File: config.mk
export PLATFORM = sky130hd
export DESIGN_NAME = upnat_ctrl
export DESIGN_NICKNAME = d
export VERILOG_FILES = /design/src/rtl/udp_port_hop_nat_table_defines.svh /design/src/rtl/upnat_pkg.sv /design/src/rtl/upnat_ctrl.sv
export SDC_FILE = /design/constraint.sdc
export NUM_CORES = 1
export LEC_CHECK = 0
export BUFFER_PORTS_ARGS = -buffer_cell sky130_fd_sc_hd__buf_2
export CAP_MARGIN = 20
export CORE_AREA = 2 2 39 41
export DETAILED_ROUTE_END_ITERATION = 6
export DIE_AREA = 0 0 41 43
export GPL_TIMING_DRIVEN = 0
export HOLD_SLACK_MARGIN = 0.05
export PLACE_DENSITY = 0.58
export RECOVER_POWER = 100
export SYNTH_ARGS = -nofsm -noshare
export SYNTH_HDL_FRONTEND = slang
export SYNTH_SLANG_ARGS = --single-unit
File: constraint.sdc
create_clock -name clk -period 4.01 [get_ports clk]
set_clock_uncertainty 0.2 [all_clocks]
set_input_delay 0.401 -clock clk [delete_from_list [all_inputs] [get_ports clk]]
set_output_delay 0.401 -clock clk [all_outputs]
set_load 0.005 [all_outputs]
File: src/rtl/udp_port_hop_nat_table_defines.svh
// Assertion macros for the port-hop NAT table
`ifndef UDP_PORT_HOP_NAT_TABLE_DEFINES_SVH
`define UDP_PORT_HOP_NAT_TABLE_DEFINES_SVH

// same-cycle implication
`define UPNAT_ASSERT_NOW(lbl, ante, cons, msg) \
	lbl: assert property (@(posedge clk) disable iff (!arst_n) (ante) |-> (cons)) \
		else $error(msg);

// next-cycle implication
`define UPNAT_ASSERT_NEXT(lbl, ante, cons, msg) \
	lbl: assert property (@(posedge clk) disable iff (!arst_n) (ante) |=> (cons)) \
		else $error(msg);

`endif

File: src/rtl/upnat_pkg.sv
package upnat_pkg;

	localparam int ENTRIES = 64;
	localparam int IDX_W   = $clog2(ENTRIES);
	localparam int CNT_W   = $clog2(ENTRIES + 1);

	localparam logic [1:0] ACT_DROP      = 2'd0;
	localparam logic [1:0] ACT_TO_REMOTE = 2'd1;
	localparam logic [1:0] ACT_TO_CLIENT = 2'd2;
	localparam logic [1:0] ACT_RSVD      = 2'd3;

	localparam logic [2:0] REG_LOCAL_IP    = 3'd0;
	localparam logic [2:0] REG_REMOTE_IP   = 3'd1;
	localparam logic [2:0] REG_REMOTE_PORT = 3'd2;
	localparam logic [2:0] REG_LISTEN_LOW  = 3'd3;
	localparam logic [2:0] REG_LISTEN_HIGH = 3'd4;
	localparam logic [2:0] REG_ALLOC_LOW   = 3'd5;
	localparam logic [2:0] REG_ALLOC_HIGH  = 3'd6;

	localparam logic [15:0] LISTEN_LOW_RST = 16'd9000;
	localparam logic [15:0] LISTEN_HIGH_RST = 16'd9100;
	localparam logic [15:0] ALLOC_LOW_RST  = 16'd20000;
	localparam logic [15:0] ALLOC_HIGH_RST = 16'd30000;
	localparam logic [15:0] NEXT_PORT_RST  = 16'd20000;

	typedef enum logic [1:0] {
		PSEL_CPORT = 2'd0,
		PSEL_NEXT  = 2'd1,
		PSEL_DPORT = 2'd2
	} psel_t;

	typedef enum logic [1:0] {
		MODE_NEW   = 2'd0,
		MODE_KNOWN = 2'd1,
		MODE_BACK  = 2'd2
	} mode_t;

	typedef struct packed {
		logic [31:0] local_ip;
		logic [31:0] remote_ip;
		logic [15:0] remote_port;
		logic [15:0] listen_low;
		logic [15:0] listen_high;
		logic [15:0] alloc_low;
		logic [15:0] alloc_high;
	} cfg_t;

	typedef struct packed {
		logic  load;
		logic  scan_run;
		logic  rscan_start;
		psel_t psel;
		logic  alloc;
		logic  full_set;
		logic  finish;
		mode_t mode;
	} cmd_t;

	typedef struct packed {
		logic scan_done;
		logic c_hit;
		logic c_free;
		logic new_ok;
	} stat_t;

endpackage

File: src/rtl/upnat_ctrl.sv
module upnat_ctrl (
	input  logic            clk,
	input  logic            arst_n,
	input  logic            start,
	output logic            busy,
	input  upnat_pkg::stat_t stat,
	output upnat_pkg::cmd_t  cmd
);
	import upnat_pkg::*;

	typedef enum logic [4:0] {
		ST_IDLE   = 5'b00001,
		ST_CSCAN  = 5'b00010,
		ST_DECIDE = 5'b00100,
		ST_RSCAN  = 5'b01000,
		ST_WRITE  = 5'b10000
	} state_t;

	state_t state_q, state_d;
	mode_t  mode_q, mode_d;

	always_ff @(posedge clk or negedge arst_n) begin
		if (!arst_n) begin
			state_q <= ST_IDLE;
			mode_q  <= MODE_BACK;
		end else begin
			state_q <= state_d;
			mode_q  <= mode_d;
		end
	end

	always_comb begin
		state_d         = state_q;
		mode_d          = mode_q;
		cmd             = '0;
		cmd.psel        = PSEL_DPORT;
		cmd.mode        = mode_q;
		unique case (state_q)
			ST_IDLE: begin
				if (start) begin
					cmd.load = 1'b1;
					state_d  = ST_CSCAN;
				end
			end
			ST_CSCAN: begin
				cmd.scan_run = 1'b1;
				if (stat.scan_done) state_d = ST_DECIDE;
			end
			ST_DECIDE: begin
				cmd.rscan_start = 1'b1;
				state_d         = ST_RSCAN;
				priority if (stat.c_hit) begin
					cmd.psel = PSEL_CPORT;
					mode_d   = MODE_KNOWN;
				end else if (stat.new_ok && stat.c_free) begin
					cmd.psel  = PSEL_NEXT;
					cmd.alloc = 1'b1;
					mode_d    = MODE_NEW;
				end else if (stat.new_ok) begin
					cmd.full_set = 1'b1;
					mode_d       = MODE_BACK;
				end else begin
					mode_d = MODE_BACK;
				end
			end
			ST_RSCAN: begin
				cmd.scan_run = 1'b1;
				if (stat.scan_done) state_d = ST_WRITE;
			end
			ST_WRITE: begin
				cmd.finish = 1'b1;
				state_d    = ST_IDLE;
			end
			default: state_d = ST_IDLE;
		endcase
	end

	assign busy = (state_q != ST_IDLE);

endmodule

==> metrics.sh <==
SYNTH.AVG_CELL_AREA_UM2=10.0
LAYOUT_COMMON_CELLS='sky130_fd_sc_hd__buf_2, sky130_fd_sc_hd__clkbuf_1, sky130_fd_sc_hd__dfrtp_1'
LAYOUT_COMMONEST_CELL='sky130_fd_sc_hd__buf_2'
WORSTSKEWPAIRLATENCY_PS=250
DRIVE_ABOVE_1_SHARE=0.306
MAX_CAP_VIOLATIONS=0
DETAIL_ROUTE.FIRST_PASS.ITERATIONS=3
CTS_NUM_SINKS=7
FINAL_NET_COUNT=70
ACHIEVABLE-FREQUENCY_MHz=411
FIRST_ITER_VIOLATIONS=7
WORSTPATHCELLLIST='nor3_1 > nand2_1 > nor4bb_1 > buf_4 > buf_2'
DRT.ANTENNA.VIOLATING_NETS=0
DESIGN.CORE.AREA_UM2=1380
HOLD_CLASS='in -> reg'
FIN_WORST_HOLD_SLACK_PS=227
CP_DATA_ARRIVAL_TIME_PS=1830
CTSROOTBUFFERMASTER='sky130_fd_sc_hd__clkbuf_4'
SETUP_TNS_PS=0
FINAL_HOLD_VIOL_COUNT=0
CRITPATHKIND='reg -> out'
POSTROUTEWIRELENGTH_UM=832
POSTSYNTHCELLCOUNT=40
SYNTH.TOP_CELL.AREA_SHARE=0.313
GRT_PASS1_VIAS=348
GRT.TOTAL_USAGE=0.119
CLOCK_TREE_FROM_TRITONCTS='done'
VIAS_PER_CELL=4.83
CTS_INSERTED_BUFFERS=3
HOLDPATHSTAGES=2
PORT-BUFFER-COUNT=17
SYNTH_LARGEST_AREA_CELL='sky130_fd_sc_hd__dfrtp_1'
DIE_WIDTH_UM=41
FINALWORSTPATHREQUIREDPERIOD_PS=2430
CTSHTREEMAXLEVEL=1
YOSYS.CELL_TYPES.COUNT=24
CRIT_REQUIRED_PS=3410
START_KIND='flop'
WORST_SLEW_PIN_SLEW_PS=366
GRT-OVFL-TOTAL=0
POWER_PER_CELL_AREA_nW_PER_UM2=545
GRT_MAX_DEGREE=9
GP_CONGESTION=0.682
TIMING.REG2REG.WORST_PATH_DEPTH=3
MAX-SLEW-MARGIN-REL=0.754
FINALSETUPVIOLATIONS=0
NUMBER_OF_NETS_IN_THE_SYNTHESIZED_NETLIST=47
CLOCK_PATH_BUFFERS=2
CTS.CLK_SLEW.WORST_PATHS_PS=50
NUMBER_OF_ANTENNA_VIOLATIONS_AT_THE_FIRST_CHECK_IN_GLOBAL_ROUTING=0
CRITICAL_PATH.MAX_STAGE_DELAY_PS=450
WORSTPATHMAXFANOUT=8
P_LEAK_nW=0.253
HOLDPATHEND='mode_q[0]'
AREAGROWTHSYNTHTOFINISH_PCT=30.6
PATH_DELAY_FAMILY='simple AND/OR/NAND/NOR gates'
YOSYS_WARNINGS=0
DP.FINAL_HPWL_UM=645
FP.DIEH_UM=43
GRT_SETUP_UNREPAIRED='false'
YS_SEQ_AREA_FRAC=0.444
NETLIST_TOP_CELLS_AREA='sky130_fd_sc_hd__dfrtp_1, sky130_fd_sc_hd__dfstp_2, sky130_fd_sc_hd__mux2_4, sky130_fd_sc_hd__nor2b_1, sky130_fd_sc_hd__a21oi_1'
AVERAGE_WIRE_PER_STANDARD_CELL_UM=10.7
INITIAL_UTILIZATION=0.289
BUFFERS_AND_INVERTERS_ON_THE_WORST_PATH=2
CPMAXSTAGEDELAYCELL='sky130_fd_sc_hd__dfrtp_1'
ROWS=14
TIMING.FINAL.MAX_SLEW_VIOLATIONS=0
TOTAL_OF_CELLS_RESIZED_AFTER_CLOCK_TREE_SYNTHESIS=0
ANTENNADIODECOUNT=0
DESIGN.PORTCOUNT=18
CRITPATHCAPTURETYPE='primary output'
CRITICAL_PATH.REG2REG.ENDPOINT='mode_q[0]'
DETAILROUTE.VIA_COUNT=377
GRT_PASS1_WL_UM=1430
WORST_HOLD_STARTPOINT='stat[2]'
STATUS='finished, final reports clean'
IR_DROP_uV=201
DRT_DRC_VIOLATIONS_LEFT=0
WORST_R2R_STARTPOINT='state_q[1]'
SYNTH.FF_LATCH_COUNT=7
R2R_SETUP_SLACK_PS=2390
SYN_AREA_UM2=400
DIE_AREA_UM2=1760
POST-ROUTE-PERIOD-UTIL=0.607
-- stage by stage --
| stage | std cells | util | power, mW | instance area [µm²] | setup WS, ps |
|---|---|---|---|---|---|
| after global routing | 78 | 0.378 | 0.313 | 523 | 1390 |
| after CTS | 78 | 0.392 | 0.303 | 542 | 1700 |
| after floorplan | 40 | - | 0.193 | 400 | 2080 |
| after detailed placement | 73 | 0.365 | 0.236 | 505 | 1970 |
| final | 78 | 0.378 | 0.285 | 523 | 1580 |
| after global placement | 73 | 0.365 | 0.235 | 505 | 1950 |
-- repair_timing --
action | in CTS | in global routing
hold buffers | 1 | 0
hold endpoints to repair | 7 | 0
endpoints found under the setup margin | 0 | 0
buffers inserted | 0 | 0
-- area by class of cell --
| class | count | area, µm² |
|---|---|---|
| fillers | 161 | 861 |
| well taps | 16 | 20.0 |
| plain buffers | 1 | 7.51 |
| clock buffers | 4 | 26.3 |
| multi-input cells | 30 | 196 |
| inverters | 2 | 7.51 |
| flip-flops and latches | 7 | 178 |
| repair buffers | 18 | 87.6 |
-- cell families after synthesis --
kind of cell	count (synthesis)	synth area share
flops	7	0.444
mux	2	0.0750
buf+inv	3	0.0375
simple gates	22	0.356
xor+xnor	1	0.0219
compound gates	5	0.0656
-- worst max-delay path by stage --
stage             end  depth (start not counted)       start  slack [ps]
2_1_floorplan  cmd[5]                          4  state_q[1]        2080
3_3_place_gp   cmd[5]                          5  state_q[1]        1950
3_5_place_dp   cmd[5]                          5  state_q[1]        1970
4_1_cts        cmd[5]                          5  state_q[1]        1700
5_1_grt        cmd[5]                          5  state_q[0]        1390
6_report       cmd[5]                          5  state_q[1]        1580
-- power by group --
group	internal (mW)	total (mW)	leakage, nW	switching, mW
combinational	0.0572	0.0989	0.152	0.0417
sequential	0.0980	0.124	0.0863	0.0259
clock	0.0379	0.0625	0.0150	0.0246
-- cells in the mapped netlist --
library cell,instances
sky130_fd_sc_hd__and3_1,2
sky130_fd_sc_hd__nand2_2,1
sky130_fd_sc_hd__nor2b_2,1
sky130_fd_sc_hd__dfstp_2,2
sky130_fd_sc_hd__nor2b_1,4
sky130_fd_sc_hd__nor3_2,1
sky130_fd_sc_hd__nor3_1,2
sky130_fd_sc_hd__a31oi_1,1
sky130_fd_sc_hd__o21ai_0,1
sky130_fd_sc_hd__mux2_4,2
sky130_fd_sc_hd__dfrtp_1,5
sky130_fd_sc_hd__nor3b_1,1
sky130_fd_sc_hd__or3_1,1
sky130_fd_sc_hd__buf_4,1
sky130_fd_sc_hd__a21oi_1,3
sky130_fd_sc_hd__nor4_1,1
sky130_fd_sc_hd__xnor2_1,1
sky130_fd_sc_hd__and4b_1,1
sky130_fd_sc_hd__nor2_1,2
sky130_fd_sc_hd__inv_1,2
sky130_fd_sc_hd__nor4b_1,1
sky130_fd_sc_hd__nor4bb_1,1
sky130_fd_sc_hd__or2_2,1
sky130_fd_sc_hd__nand2_1,2
-- per-layer routing --
metal	part of all wire	track usage	up-vias
met5	0	0	-
met4	0	0.0200	0
met3	0.050	0.0785	0
met2	0.50	0.150	5
met1	0.44	0.170	182
li1	-	-	190
-- flip-flops by register name, summed over array words and instances (netlist names) --
name	flops
mode_q	2
state_q	5
-- worst reg2reg max path, cell delays in order, from the launching register on --
cell and delay (ps):
sky130_fd_sc_hd__dfrtp_1 450, sky130_fd_sc_hd__nor3_1 300, sky130_fd_sc_hd__nand2_1 210, sky130_fd_sc_hd__mux2_1 350
Power figures use the tool's default switching activity.
